**config.mk**
```make
export PLATFORM = sky130hd
export DESIGN_NAME = auto_frame_skip_controller
export DESIGN_NICKNAME = d
export VERILOG_FILES = /design/src/afsc_pkg.sv /design/src/afsc_div.sv /design/src/auto_frame_skip_controller.sv
export SDC_FILE = /design/constraint.sdc
export NUM_CORES = 2
export LEC_CHECK = 0
export BUFFER_PORTS_ARGS = -buffer_cell sky130_fd_sc_hd__buf_2
export CORE_ASPECT_RATIO = 2
export CORE_UTILIZATION = 55
export DETAILED_ROUTE_END_ITERATION = 10
export GPL_TIMING_DRIVEN = 0
export PLACE_DENSITY_LB_ADDON = 0.3
export SLEW_MARGIN = 30
export SYNTH_ARGS = -nofsm -noshare
export SYNTH_HDL_FRONTEND = slang
export SYNTH_SLANG_ARGS = --single-unit
```
**constraint.sdc**
```tcl
create_clock -name i_clk -period 8.9 [get_ports i_clk]
set_input_delay 1.335 -clock i_clk [delete_from_list [all_inputs] [get_ports i_clk]]
set_output_delay 1.335 -clock i_clk [all_outputs]
set_load 0.01 [all_outputs]
```
**src/afsc_pkg.sv**
```systemverilog
// Shared constants, types and the skip pattern for the auto frame skip controller.
`timescale 1ns / 1ps

package afsc_pkg;

    localparam int LEVELS     = 12;
    localparam int LEVEL_W    = 4;
    localparam int SPEED_W    = 16;
    localparam int DEBT_W     = 3;
    localparam int CFG_IDX_W  = 3;
    localparam int CFG_DATA_W = 16;

    localparam logic [CFG_IDX_W-1:0] REG_TARGET_SPEED  = 3'd0;
    localparam logic [CFG_IDX_W-1:0] REG_THROTTLE_RATE = 3'd1;
    localparam logic [CFG_IDX_W-1:0] REG_AUTO_ENABLE   = 3'd2;
    localparam logic [CFG_IDX_W-1:0] REG_START_LEVEL   = 3'd3;
    localparam logic [CFG_IDX_W-1:0] REG_THROTTLE_ON   = 3'd4;

    localparam logic [LEVEL_W-1:0] LEVEL_MAX     = 4'(LEVELS - 1);
    localparam logic [LEVEL_W-1:0] LEVEL_DEBT_LO = 4'd8;

    // 1e6*S >= 995*T*R  <=>  200000*S >= 199*T*R
    localparam int FAST_SPEED_K = 200000;
    localparam int FAST_LIMIT_K = 199;
    // 1e6*S < 800*T*R   <=>  1250*S < T*R
    localparam int SLOW_SPEED_K = 1250;

    localparam int DEBT_SCALE = 500;
    localparam int DIVIDEND_W = 20;
    localparam int QUOT_W     = 11;

    // x/500 == (((x >> 2) * 268436) >> 25) for every x below 2^20
    localparam int DIV_PRE_SHIFT = 2;
    localparam int DIV_RECIP     = 268436;
    localparam int DIV_SHIFT     = 25;

    typedef struct packed {
        logic                  start;
        logic [DIVIDEND_W-1:0] dividend;
    } t_div_ctrl;

    typedef struct packed {
        logic busy;
        logic done;
    } t_div_status;

    function automatic logic skip_bit(input logic [LEVEL_W-1:0] level,
                                      input logic [LEVEL_W-1:0] phase);
        logic [LEVELS-1:0] row;
        unique case (level)
            4'd0:    row = 12'h000;
            4'd1:    row = 12'h800;
            4'd2:    row = 12'h820;
            4'd3:    row = 12'h888;
            4'd4:    row = 12'h924;
            4'd5:    row = 12'hA52;
            4'd6:    row = 12'hAAA;
            4'd7:    row = 12'hB5A;
            4'd8:    row = 12'hDB6;
            4'd9:    row = 12'hEEE;
            4'd10:   row = 12'hFBE;
            4'd11:   row = 12'hFFE;
            default: row = 12'h000;
        endcase
        skip_bit = (phase < 4'(LEVELS)) ? row[phase] : 1'b0;
    endfunction

endpackage

```
**src/afsc_div.sv**
```systemverilog
// Divider of a magnitude by the debt scale through a registered reciprocal multiply.
`timescale 1ns / 1ps

module afsc_div (
    input  logic                    i_clk,
    input  logic                    i_rst_n,
    input  afsc_pkg::t_div_ctrl     i_ctrl,
    output afsc_pkg::t_div_status   o_status,
    output logic [afsc_pkg::QUOT_W-1:0] o_quot
);
    import afsc_pkg::*;

    localparam int PRE_W   = DIVIDEND_W - DIV_PRE_SHIFT;
    localparam int RECIP_W = 19;
    localparam int PROD_W  = DIV_SHIFT + QUOT_W;

    localparam logic [RECIP_W-1:0] RECIP = RECIP_W'(DIV_RECIP);

    logic [PRE_W-1:0]  r_pre;
    logic [QUOT_W-1:0] r_quot;
    logic              r_busy;
    logic              r_done;
    logic [PROD_W-1:0] w_prod;

    assign w_prod = PROD_W'(r_pre) * PROD_W'(RECIP);

    always_ff @(posedge i_clk) begin
        if (!i_rst_n) begin
            r_busy <= 1'b0;
            r_done <= 1'b0;
        end else begin
            r_done <= 1'b0;
            if (i_ctrl.start) begin
                r_busy <= 1'b1;
            end else if (r_busy) begin
                r_busy <= 1'b0;
                r_done <= 1'b1;
            end
        end
    end

    always_ff @(posedge i_clk) begin
        if (i_ctrl.start) begin
            r_pre <= i_ctrl.dividend[DIVIDEND_W-1:DIV_PRE_SHIFT];
        end else if (r_busy) begin
            r_quot <= w_prod[PROD_W-1:DIV_SHIFT];
        end
    end

    assign o_status.busy = r_busy;
    assign o_status.done = r_done;
    assign o_quot        = r_quot;

endmodule

```
**src/auto_frame_skip_controller.sv**
```systemverilog
// Top level of the auto frame skip controller: sequencer, shared multiplier and state.
`timescale 1ns / 1ps

// Usage
//   Input channel (i_in_valid / o_in_ready) carries one frame's measured speed
//   and the paused, menu and fast-forward flags. Output channel (o_out_valid /
//   i_out_ready) returns the skip decision for the next frame, the level used
//   and whether auto mode was in effect. One result per input transfer.
//   Configuration is written through i_cfg_we / i_cfg_index / i_cfg_data; the
//   user must do so only while the block is idle, which it does not enforce.
//   A start_level write also loads the skip level. A frame without adaptation
//   goes from idle to the finish state. An adapting frame makes four passes
//   through the shared 32x18 multiplier, then decides: a fast frame goes to
//   finish, a slow one through settle, and one below 80% first waits on the
//   reciprocal divide by the debt scale, which rescales the debt. One frame
//   is in work at a time; the next is taken only once the block is idle.
//   A finished result waits in the output register; the block returns to idle
//   and takes the next frame, which then holds until the output is taken.
//   Reset (synchronous, active low) restores the register defaults, level 0,
//   phase 0 and zero debt.
module auto_frame_skip_controller (
    input  logic                              i_clk,
    input  logic                              i_rst_n,
    input  logic                              i_cfg_we,
    input  logic [afsc_pkg::CFG_IDX_W-1:0]    i_cfg_index,
    input  logic [afsc_pkg::CFG_DATA_W-1:0]   i_cfg_data,
    input  logic                              i_in_valid,
    output logic                              o_in_ready,
    input  logic [afsc_pkg::SPEED_W-1:0]      i_measured_speed,
    input  logic                              i_paused,
    input  logic                              i_menu_active,
    input  logic                              i_fast_forward,
    output logic                              o_out_valid,
    input  logic                              i_out_ready,
    output logic                              o_skip_next,
    output logic [afsc_pkg::LEVEL_W-1:0]      o_effective_level,
    output logic                              o_auto_active
);
    import afsc_pkg::*;

    localparam logic [3:0] ST_IDLE      = 4'd0;
    localparam logic [3:0] ST_MUL_TR    = 4'd1;
    localparam logic [3:0] ST_MUL_LIM   = 4'd2;
    localparam logic [3:0] ST_MUL_FAST  = 4'd3;
    localparam logic [3:0] ST_MUL_SLOW  = 4'd4;
    localparam logic [3:0] ST_DECIDE    = 4'd5;
    localparam logic [3:0] ST_DIV_WAIT  = 4'd6;
    localparam logic [3:0] ST_SETTLE    = 4'd7;
    localparam logic [3:0] ST_FINISH    = 4'd8;

    localparam int MUL_A_W = 32;
    localparam int MUL_B_W = 18;
    localparam int PROD_W  = MUL_A_W + MUL_B_W;
    localparam int D_W     = QUOT_W + 1;
    localparam int A_W     = DIVIDEND_W + 2;

    logic [3:0]               r_state;
    logic [SPEED_W-1:0]       r_target;
    logic [SPEED_W-1:0]       r_rate;
    logic                     r_auto_en;
    logic                     r_throttle_on;
    logic [LEVEL_W-1:0]       r_level;
    logic [LEVEL_W-1:0]       r_phase;
    logic signed [DEBT_W-1:0] r_debt;

    logic [SPEED_W-1:0]       r_speed;
    logic                     r_ff;
    logic                     r_auto;

    logic [31:0]              r_tr;
    logic [39:0]              r_lim;
    logic [33:0]              r_sfast;
    logic [26:0]              r_sslow;
    logic signed [D_W-1:0]    r_d;

    logic                     r_out_valid;
    logic                     r_out_skip;
    logic [LEVEL_W-1:0]       r_out_level;
    logic                     r_out_auto;

    logic [MUL_A_W-1:0]       w_mul_a;
    logic [MUL_B_W-1:0]       w_mul_b;
    logic [PROD_W-1:0]        w_prod;
    logic                     w_in_xfer;
    logic                     w_throttling;
    logic                     w_auto;
    logic                     w_fast;
    logic                     w_below;
    logic signed [DEBT_W-1:0] w_debt_inc;
    logic signed [A_W-1:0]    w_a;
    logic [A_W-1:0]           w_a_mag;
    logic signed [D_W-1:0]    w_debt_ext;
    logic [D_W-1:0]           w_k;
    logic [D_W-1:0]           w_lv;
    logic [LEVEL_W-1:0]       w_next_phase;
    logic [LEVEL_W-1:0]       w_eff;
    logic                     w_out_free;
    t_div_ctrl                w_div_ctrl;
    t_div_status              w_div_status;
    logic [QUOT_W-1:0]        w_quot;

    assign o_in_ready   = (r_state == ST_IDLE);
    assign w_in_xfer    = i_in_valid && o_in_ready;
    assign w_throttling = (i_paused || i_menu_active) ? 1'b1
                        : (i_fast_forward ? 1'b0 : r_throttle_on);
    assign w_auto       = !(i_fast_forward || i_paused) && r_auto_en;

    always_comb begin
        w_mul_a = '0;
        w_mul_b = '0;
        case (r_state)
            ST_MUL_TR: begin
                w_mul_a = MUL_A_W'(r_target);
                w_mul_b = MUL_B_W'(r_rate);
            end
            ST_MUL_LIM: begin
                w_mul_a = r_tr;
                w_mul_b = MUL_B_W'(FAST_LIMIT_K);
            end
            ST_MUL_FAST: begin
                w_mul_a = MUL_A_W'(r_speed);
                w_mul_b = MUL_B_W'(FAST_SPEED_K);
            end
            ST_MUL_SLOW: begin
                w_mul_a = MUL_A_W'(r_speed);
                w_mul_b = MUL_B_W'(SLOW_SPEED_K);
            end
            default: begin
                w_mul_a = '0;
                w_mul_b = '0;
            end
        endcase
    end

    assign w_prod     = PROD_W'(w_mul_a) * PROD_W'(w_mul_b);
    assign w_fast     = (40'(r_sfast) >= r_lim);
    assign w_below    = (32'(r_sslow) < r_tr);
    assign w_debt_inc = r_debt + 3'sd1;

    assign w_a = A_W'(r_debt) * A_W'(signed'(DEBT_SCALE))
               + signed'(A_W'(r_speed)) * A_W'(signed'(10))
               - signed'(A_W'(r_target)) * A_W'(signed'(9));
    assign w_a_mag = w_a[A_W-1] ? A_W'(-w_a) : A_W'(w_a);

    assign w_div_ctrl.start    = (r_state == ST_DECIDE) && !w_fast && w_below;
    assign w_div_ctrl.dividend = w_a_mag[DIVIDEND_W-1:0];

    afsc_div u_div (
        .i_clk    (i_clk),
        .i_rst_n  (i_rst_n),
        .i_ctrl   (w_div_ctrl),
        .o_status (w_div_status),
        .o_quot   (w_quot)
    );

    assign w_debt_ext   = D_W'(r_debt);
    assign w_k          = D_W'(-r_d) >> 1;
    assign w_lv         = D_W'(r_level) + w_k;
    assign w_next_phase = (r_phase >= LEVEL_MAX) ? '0 : r_phase + 1'b1;
    assign w_eff        = r_ff ? LEVEL_MAX : r_level;
    assign w_out_free   = !r_out_valid || i_out_ready;

    always_ff @(posedge i_clk) begin
        if (!i_rst_n) begin
            r_state       <= ST_IDLE;
            r_target      <= 16'd1000;
            r_rate        <= 16'd1000;
            r_auto_en     <= 1'b0;
            r_throttle_on <= 1'b1;
            r_level       <= '0;
            r_phase       <= '0;
            r_debt        <= '0;
        end else begin
            if (i_cfg_we) begin
                unique case (i_cfg_index)
                    REG_TARGET_SPEED:  r_target      <= i_cfg_data;
                    REG_THROTTLE_RATE: r_rate        <= i_cfg_data;
                    REG_AUTO_ENABLE:   r_auto_en     <= i_cfg_data[0];
                    REG_START_LEVEL: begin
                        r_level <= (i_cfg_data[LEVEL_W-1:0] > LEVEL_MAX) ? LEVEL_MAX
                                 : i_cfg_data[LEVEL_W-1:0];
                    end
                    REG_THROTTLE_ON:   r_throttle_on <= i_cfg_data[0];
                    default: ;
                endcase
            end
            unique case (r_state)
                ST_IDLE: begin
                    if (w_in_xfer) begin
                        r_state <= (w_throttling && w_auto && r_phase == '0)
                                 ? ST_MUL_TR : ST_FINISH;
                    end
                end
                ST_MUL_TR:   r_state <= ST_MUL_LIM;
                ST_MUL_LIM:  r_state <= ST_MUL_FAST;
                ST_MUL_FAST: r_state <= ST_MUL_SLOW;
                ST_MUL_SLOW: r_state <= ST_DECIDE;
                ST_DECIDE: begin
                    if (w_fast) begin
                        if (r_debt >= 3'sd2) begin
                            r_debt <= '0;
                            if (r_level != '0) begin
                                r_level <= r_level - 1'b1;
                            end
                        end else begin
                            r_debt <= w_debt_inc;
                        end
                        r_state <= ST_FINISH;
                    end else if (w_below) begin
                        r_state <= ST_DIV_WAIT;
                    end else begin
                        r_state <= ST_SETTLE;
                    end
                end
                ST_DIV_WAIT: begin
                    if (w_div_status.done) begin
                        r_state <= ST_SETTLE;
                    end
                end
                ST_SETTLE: begin
                    if (r_d >= 12'sd3) begin
                        r_debt <= 3'sd3;
                    end else if (r_d <= -12'sd2) begin
                        r_level <= (w_lv > D_W'(LEVEL_MAX)) ? LEVEL_MAX
                                 : w_lv[LEVEL_W-1:0];
                        r_debt  <= r_d[0] ? -3'sd1 : 3'sd0;
                    end else begin
                        r_debt <= r_d[DEBT_W-1:0];
                    end
                    r_state <= ST_FINISH;
                end
                ST_FINISH: begin
                    if (w_out_free) begin
                        r_phase     <= w_next_phase;
                        r_state     <= ST_IDLE;
                    end
                end
                default: r_state <= ST_IDLE;
            endcase
        end
    end

    always_ff @(posedge i_clk) begin
        if (!i_rst_n) begin
            r_out_valid <= 1'b0;
        end else if (r_state == ST_FINISH && w_out_free) begin
            r_out_valid <= 1'b1;
        end else if (i_out_ready) begin
            r_out_valid <= 1'b0;
        end
    end

    always_ff @(posedge i_clk) begin
        if (w_in_xfer) begin
            r_speed <= i_measured_speed;
            r_ff    <= i_fast_forward;
            r_auto  <= w_auto;
        end
        case (r_state)
            ST_MUL_TR:   r_tr    <= w_prod[31:0];
            ST_MUL_LIM:  r_lim   <= w_prod[39:0];
            ST_MUL_FAST: r_sfast <= w_prod[33:0];
            ST_MUL_SLOW: r_sslow <= w_prod[26:0];
            ST_DECIDE:   r_d     <= w_debt_ext - D_W'(r_level < LEVEL_DEBT_LO);
            ST_DIV_WAIT: begin
                if (w_div_status.done) begin
                    r_d <= w_a[A_W-1] ? -signed'(D_W'(w_quot)) : signed'(D_W'(w_quot));
                end
            end
            default: ;
        endcase
        if (r_state == ST_FINISH && w_out_free) begin
            r_out_skip  <= skip_bit(w_eff, w_next_phase);
            r_out_level <= w_eff;
            r_out_auto  <= r_auto;
        end
    end

    assign o_out_valid       = r_out_valid;
    assign o_skip_next       = r_out_skip;
    assign o_effective_level = r_out_level;
    assign o_auto_active     = r_out_auto;

    a_level_range: assert property (@(posedge i_clk) disable iff (!i_rst_n)
        r_level <= LEVEL_MAX)
        else $error("skip level above top row");

    a_phase_range: assert property (@(posedge i_clk) disable iff (!i_rst_n)
        r_phase <= LEVEL_MAX)
        else $error("phase counter out of range");

    a_debt_range: assert property (@(posedge i_clk) disable iff (!i_rst_n)
        r_debt >= -3'sd1)
        else $error("adjust debt below settled range");

    a_div_done_wait: assert property (@(posedge i_clk) disable iff (!i_rst_n)
        w_div_status.done |-> r_state == ST_DIV_WAIT)
        else $error("divider finished outside its wait state");

    a_div_only_busy: assert property (@(posedge i_clk) disable iff (!i_rst_n)
        r_state == ST_DIV_WAIT && !w_div_status.done |-> w_div_status.busy)
        else $error("waiting on an idle divider");

endmodule

```
# Word-level counts from Yosys, hierarchy flattened
# Memory sizes are Yosys's and may differ from the RTL's.
# Index checks and enable logic that the tools add are counted.
[classes] addsub=10 n_mul=5 n_lt_le_gt_ge=11 n_eq_ne=16 muxes=40 bitwise_logic=2 reduce_logical=31
[op_table] op="one-hot mux 32 bit (3 select lines)" n=1
[op_table] op="one-hot mux 18 bit (4 select lines)" n=1
[op_table] op="2-to-1 mux 4 bit" n=16
[op_table] op=">= comparator 34 x 40 -> 1 bit" n=1
[op_table] op="multiplier 32 x 18 -> 40 bit" n=1
[op_table] op="2-to-1 mux 12 bit" n=3
[op_table] op="one-hot mux 4 bit (9 select lines)" n=1
[op_table] op="multiplier 18 x 17 -> 34 bit, second input constant" n=1
[op_table] op="< comparator 27 x 32 -> 1 bit" n=1
[op_table] op="one-hot mux 12 bit (2 select lines)" n=1
[op_table] op="adder 13 x 21 -> 22 bit" n=1
[op_table] op="subtractor 22 x 21 -> 22 bit" n=1
[op_table] op="multiplier 16 x 4 -> 20 bit, second input constant" n=1
[op_table] op="2-to-1 mux 20 bit" n=1
[op_table] op="negator 20 bit" n=1
[op_table] op="multiplier 16 x 3 -> 19 bit, second input constant" n=1
[op_table] op="== test 4 x 3 -> 1 bit, second input constant" n=4
[op_table] op="AND reduction 2 bit" n=8
[op_table] op="2-to-1 mux 3 bit" n=5
[op_table] op="adder 4 x 11 -> 12 bit" n=1
[op_table] op=">= comparator 12 x 3 -> 1 bit, second input constant" n=1
[op_table] op="> comparator 12 x 4 -> 1 bit, second input constant" n=1
[op_table] op="less-or-equal comparator 12 x 2 -> 1 bit, second input constant" n=1
[op_table] op="negator 11 -> 12 bit" n=1
[op_table] op="33 further kinds" n=60
[totals] regBits=250 rom_bits=176 in_bits=43 out_inout_bits=8 memories=1
[mem_list] name="(name not given)" depth=16 width=11 rd=1 rd_clocked_by_memory_dff=0 write_ports=0 line="afsc_pkg.sv:50" source="unique case (level)"

# Logic depth before layout (Yosys ltp)
[logic_depth] ltp_word=8 depth_mapped=30

# Cells and area by module
# From an unflattened synthesis, not the netlist that was laid out.
[unflattened] cells_unflattened=3630 area_unflattened_um2=34172.8
[by_module_without_submodules] module="auto_frame_skip_controller" n_inst=1 cells_each=3116 area_per_inst_um2=29047.9 seq_area_each_um2=6075.8
[by_module_without_submodules] module="afsc_div" n_inst=1 cells_each=514 area_per_inst_um2=5124.9 seq_area_each_um2=910.9

# Worst setup path before layout
# OpenSTA, ideal clock, no wires.
[synth_path] path_kind="register to register" from="register r_state[0]" to="register r_lim[29], data pin" arrival_ns=9.495 required_ns=8.654 setup_slack_ns=-0.841 path_stages_with_launch=28 n_path_buf=3 period_less_slack_ns=9.741 cell_sequence="dfxtp_1 > nand2b_1 > nor3_1 > or2_2 > clkbuf_1 > clkbuf_1 > nand2_1 > nand2_1 > clkbuf_1 > nand2_1 > fa_1 > fa_1 > fa_1 > fa_1 > inv_1 > fa_1 > inv_1 > fa_1 > inv_1 > ha_1 > a21o_1 > a21oi_1 > a31oi_1 > o31a_1 > a31oi_1 > nor3_1 > or3_1 > o311ai_0"
[synth_via] elab_chain_cells=4
[synth_rtl] element="start: declaration" line="auto_frame_skip_controller.sv:57" source="logic [3:0] r_state;"
[synth_rtl] element="start signal: assignment" line="auto_frame_skip_controller.sv:190" source="r_state <= (w_throttling && w_auto && r_phase == '0)"
[synth_rtl] element="== test 4 x 3 -> 1 bit or == test 4 x 2 -> 1 bit (tied branches)" line="auto_frame_skip_controller.sv:111" source="case (r_state)"
[synth_rtl] element="OR reduction 2 bit (no line)"
[synth_rtl] element="one-hot mux 32 bit (3 select lines)" line="auto_frame_skip_controller.sv:111"
[synth_rtl] element="multiplier 32 x 18 -> 40 bit (*)" line="auto_frame_skip_controller.sv:135" source="assign w_prod = PROD_W'(w_mul_a) * PROD_W'(w_mul_b);"
[synth_rtl] element="net w_prod[29]" line="auto_frame_skip_controller.sv:83" source="logic [PROD_W-1:0] w_prod;"
[synth_rtl] element="end signal: assignment" line="auto_frame_skip_controller.sv:261" source="ST_MUL_LIM: r_lim <= w_prod[39:0];"
[synth_rtl] element="end: declaration" line="auto_frame_skip_controller.sv:71" source="logic [39:0] r_lim;"
# Mark *: on every way through the listed nets, which the timed path passes. The rest lies on a longest branch.
# A chain may end at the register's enable or synchronous reset.

# Final worst setup path
[layout_path] from="register r_state[2]" to="register r_sfast[29], data pin"
[layout_via] elab_chain_cells=4
[layout_rtl] element="== test 4 x 3 -> 1 bit or == test 4 x 2 -> 1 bit (tied branches)" line="auto_frame_skip_controller.sv:111"
[layout_rtl] element="OR reduction 2 bit (no line)"
[layout_rtl] element="one-hot mux 32 bit (3 select lines)" line="auto_frame_skip_controller.sv:111"
[layout_rtl] element="multiplier 32 x 18 -> 40 bit (*)" line="auto_frame_skip_controller.sv:135"
[layout_rtl] element="net w_prod[29]" line="auto_frame_skip_controller.sv:83"
[layout_rtl] element="end signal: assignment" line="auto_frame_skip_controller.sv:262" source="ST_MUL_FAST: r_sfast <= w_prod[33:0];"
[layout_rtl] element="end: declaration" line="auto_frame_skip_controller.sv:72" source="logic [33:0] r_sfast;"
# Marked as above.

==> PnR_summary.wiki <==
{| class="wikitable"
! Metric !! Value
|-
| Maximum number of pins on one net before global-route repair || 37
|-
| Sinks on Clock Net || 250
|-
| Storage cell area || 6990 sq um
|-
| Cell area reported after detailed placement || 35,400 sq um
|-
| Buffer depth of the longest clock path || 3
|-
| Wire length after detailed routing || 96,400 microns
|-
| WP buf/inv || 5
|-
| Cell class contributing the biggest share of worst-path delay || adder cells
|-
| Clock transition at the registers of the reported paths || 0.07 ns
|-
| I/O pins || 51
|-
| H-tree depth reported by CTS || 1
|-
| Number of iterations in the first detailed-routing pass || 5
|-
| Max stage delay cell, worst path || sky130_fd_sc_hd__fa_1
|-
| Longest individual stage delay on the worst path || 0.82 ns
|-
| Final cycle utilization of the critical path || 97.6%
|-
| Unrepaired setup endpoints after global routing || no
|-
| CP Max Fanout || 10
|-
| Primary FF master, synth || sky130_fd_sc_hd__edfxtp_1
|-
| Hold violation total from the final report || 0
|-
| Buffers on Ports || 49
|-
| CTS tree || done
|-
| Worst ir drop on vdd || 0.000616 V
|-
| Skew final || 0.0190 ns
|-
| Sequential share of the synthesized area || 20.9%
|-
| Leading area contributor after synthesis || sky130_fd_sc_hd__fa_1
|-
| Crit path capture type || register
|-
| Total Die Area || 61,900 sq um
|-
| Final instance area || 36,400 sq um
|-
| Startpoint type of the worst setup path || register
|-
| Area of the placeable core || 60,100 sq um
|-
| Critical path class || reg -> reg
|-
| Via count of the first global-routing pass || 27,500
|-
| FFs w/ async S/R, synth || 0%
|-
| Final #Nets || 4,674
|-
| Row Count || 127
|-
| Actual slew at the worst max-slew pin || 1.10 ns
|-
| Total of flip-flops plus latches after synthesis || 250
|-
| Share of Yosys cell area claimed by the top area cell type || 30.4%
|-
| Count of flip-flops with a built-in enable after synthesis || 198
|-
| Area taken by multi-input logic gates || 23,800 sq um
|-
| Max Clock Freq || 0.115 GHz
|-
| Crit path DAT || 8.99 ns
|-
| Wire length of the first global-routing pass || 148,000 microns
|-
| Number of antenna violations at the first check in global routing || 3
|-
| Via density per instance || 5.55
|-
| Final setup violation count || 0
|-
| Final Util || 60.5%
|-
| Initial core utilization || 55.7%
|-
| Path class of the lowest-slack min-delay path || reg -> reg
|-
| DP HPWL || 81,400 microns
|-
| Initial drt markers || 1,262
|-
| Area added between synthesis and finish || 8.61%
|-
| Result of the run || finished clean
|-
| Die span in y || 351 microns
|-
| Source-to-sink clock delay at the later pin of the worst-skew pair || 0.57 ns
|-
| Ranking of synthesized cells by area || sky130_fd_sc_hd__fa_1 30%, sky130_fd_sc_hd__edfxtp_1 18%, sky130_fd_sc_hd__ha_1 15%, sky130_fd_sc_hd__inv_1 9.2%, sky130_fd_sc_hd__nand2_1 5.1%
|-
| Leftover overflow at the end of global routing || 0
|-
| Synth Warn # || 0
|-
| Leakage component of the power || 18.1 nW
|-
| Power per cell area || 192 nW/um^2
|-
| Cells along the critical path || nand2b_1, nor2_1, or2_2, a222oi_1, buf_4, clkdlybuf4s18_2, clkbuf_1, nor2_1, fa_1, fa_1, ha_1, inv_1, fa_1, fa_1, fa_1, inv_1, ha_1, o21ai_0, a31oi_1, o31a_1, a31oi_2, nor3_1, or3_1, o311ai_4
|-
| Most frequent standard cell in the layout excluding fill and tap cells || sky130_fd_sc_hd__inv_1
|-
| Filler cells || 5,273
|-
| Min Clock Period, post-route || 8.68 ns
|-
| CTS buffer count || 24
|-
| Residual DRC || 0
|-
| Most frequent cells in the layout || 819 x sky130_fd_sc_hd__inv_1, 508 x sky130_fd_sc_hd__fa_1, 451 x sky130_fd_sc_hd__nand2_1
|-
| Count of unique library cells instantiated by Yosys || 81
|-
| Average wire per standard cell || 21.3 microns
|-
| Required time at the worst-slack endpoint || 9.21 ns
|-
| DIE WIDTH || 176 microns
|-
| CTS root buffer || sky130_fd_sc_hd__clkbuf_16
|-
| CTS Hold Bufs || 0
|-
| Average size of a mapped cell || 9.58 sq um
|-
| Count of vias placed by the detailed router || 25,100
|-
| Cell with the most instances on the worst path || sky130_fd_sc_hd__fa_1
|-
| Global-route total usage across every layer || 32.5%
|-
| Syn Inst Count || 3,496
|-
| Final estimated routing congestion in global placement || 1.03
|-
| Total standard cell area after synthesis || 33,500 sq um
|-
| Layout cell share with drive strength beyond 1 || 4.54%
|-
| Final number of max-transition violations || 0
|-
| Antenna-violating nets left || 0
|-
| Max-Cap Viols || 0
|-
| Tightest slew margin relative to the limit || 26.9%
|}
==> routing by layer <==
| layer | routed length (microns) | vias to the layer above | GRT usage (%) |
|---|---|---|---|
| met2 | 52700 | 806 | 62.8 |
| li1 | - | 11400 | - |
| met1 | 26200 | 12400 | 25.3 |
| met4 | 12500 | 0 | 34.4 |
| met3 | 5030 | 488 | 6.04 |
| met5 | 0 | - | 0 |
==> final cells by class <==
class | instances | area share (%)
Sequential cell | 250 | 19.2
Tap cell | 774 | 2.66
Inverter | 819 | 8.45
Clock buffer | 28 | 1.69
Buffer | 74 | 0.867
Antenna cell | 3 | 0.0206
Clock inverter | 16 | 0.458
Timing Repair Buffer | 63 | 1.11
Multi-Input combinational cell | 2498 | 65.5
==> worst reg2reg max path, cell delays in order (launching register included) <==
cell and delay (ns):
sky130_fd_sc_hd__dfxtp_1 0.48, sky130_fd_sc_hd__nand2b_1 0.24, sky130_fd_sc_hd__nor2_1 0.10, sky130_fd_sc_hd__or2_2 0.42, sky130_fd_sc_hd__a222oi_1 0.36, sky130_fd_sc_hd__buf_4 0.18, sky130_fd_sc_hd__clkdlybuf4s18_2 0.27, sky130_fd_sc_hd__clkbuf_1 0.52
sky130_fd_sc_hd__nor2_1 0.14, sky130_fd_sc_hd__fa_1 0.50, sky130_fd_sc_hd__fa_1 0.50, sky130_fd_sc_hd__ha_1 0.34, sky130_fd_sc_hd__inv_1 0.07, sky130_fd_sc_hd__fa_1 0.51, sky130_fd_sc_hd__fa_1 0.52, sky130_fd_sc_hd__fa_1 0.82
sky130_fd_sc_hd__inv_1 0.12, sky130_fd_sc_hd__ha_1 0.38, sky130_fd_sc_hd__o21ai_0 0.26, sky130_fd_sc_hd__a31oi_1 0.12, sky130_fd_sc_hd__o31a_1 0.40, sky130_fd_sc_hd__a31oi_2 0.27, sky130_fd_sc_hd__nor3_1 0.13, sky130_fd_sc_hd__or3_1 0.40
sky130_fd_sc_hd__o311ai_4 0.40
==> synthesized netlist by cell type (33+ instances only) <==
library cell / count
sky130_fd_sc_hd__nand3_1: 44
sky130_fd_sc_hd__clkbuf_1: 75
sky130_fd_sc_hd__a21oi_1: 98
sky130_fd_sc_hd__xnor2_1: 98
sky130_fd_sc_hd__nor2_1: 161
sky130_fd_sc_hd__nor3_1: 33
sky130_fd_sc_hd__ha_1: 393
sky130_fd_sc_hd__dfxtp_1: 52
sky130_fd_sc_hd__edfxtp_1: 198
sky130_fd_sc_hd__a21o_1: 57
sky130_fd_sc_hd__inv_1: 819
sky130_fd_sc_hd__o21ai_0: 91
sky130_fd_sc_hd__fa_1: 508
sky130_fd_sc_hd__nand2_1: 455
==> per-stage QoR <==
stage	setup WS (ns)	instances	TNS (ns)	power [mW]	hold WS [ns]
CTS	0.0304	4521	0	6.88	0.445
global route	0.00231	4524	0	7.44	0.449
detailed placement	-1.48	4479	-35.43	5.78	0.428
floorplan	0.0865	3647	0	4.70	0.400
global placement	-3.19	4470	-144.63	5.68	0.414
finish	0.216	4525	0	6.97	0.438
==> flip-flops by register name, summed over array words and instances, names as in the netlist, 3 cells and up <==
register           flops
r_state                4
r_tr                  32
r_level                4
r_debt                 3
r_sslow               27
u_div.o_quot          11
r_lim                 40
r_phase                4
r_sfast               34
u_div.r_pre           18
r_speed               16
o_effective_level      4
r_target              16
r_rate                16
r_d                   12
==> cell families (layout without fill, tap and decap cells) <==
group / count (synthesis) / after routing / synth area share (%)
DFF: 250 / 250 / 20.9
adders and majority gates: 901 / 901 / 45.1
AOI/OAI and AO/OA: 442 / 442 / 8.89
xor gates and xnor gates: 129 / 129 / 3.37
muxes: 10 / 10 / 0.299
other: 2 / 156 / 0.0224
and+or+nand+nor: 863 / 863 / 11.4
buffers and inverters: 899 / 1000 / 10.1
==> where the power goes <==
group          switching (mW)  total (mW)  internal [mW]
combinational            2.56        4.31           1.75
clock                   0.489        1.05          0.564
sequential             0.0265        1.61           1.58
==> worst paths after layout <==
| check | start | to | slack [ns] | depth (start not counted) |
|---|---|---|---|---|
| max reg2reg | r_state[2] | r_sfast[29] | 0.22 | 24 |
| min reg2reg | r_auto | o_auto_active | 0.44 | 0 |
| max | r_state[2] | r_sfast[29] | 0.22 | 24 |
| min | r_auto | o_auto_active | 0.44 | 0 |
==> what timing repair did <==
item / CTS / global route
setup buffers: 1 / 4
resized for setup: 14 / 43
pin swaps: 1 / 2
setup endpoints to repair: 65 / 41
(Power assumes the default switching activity.)
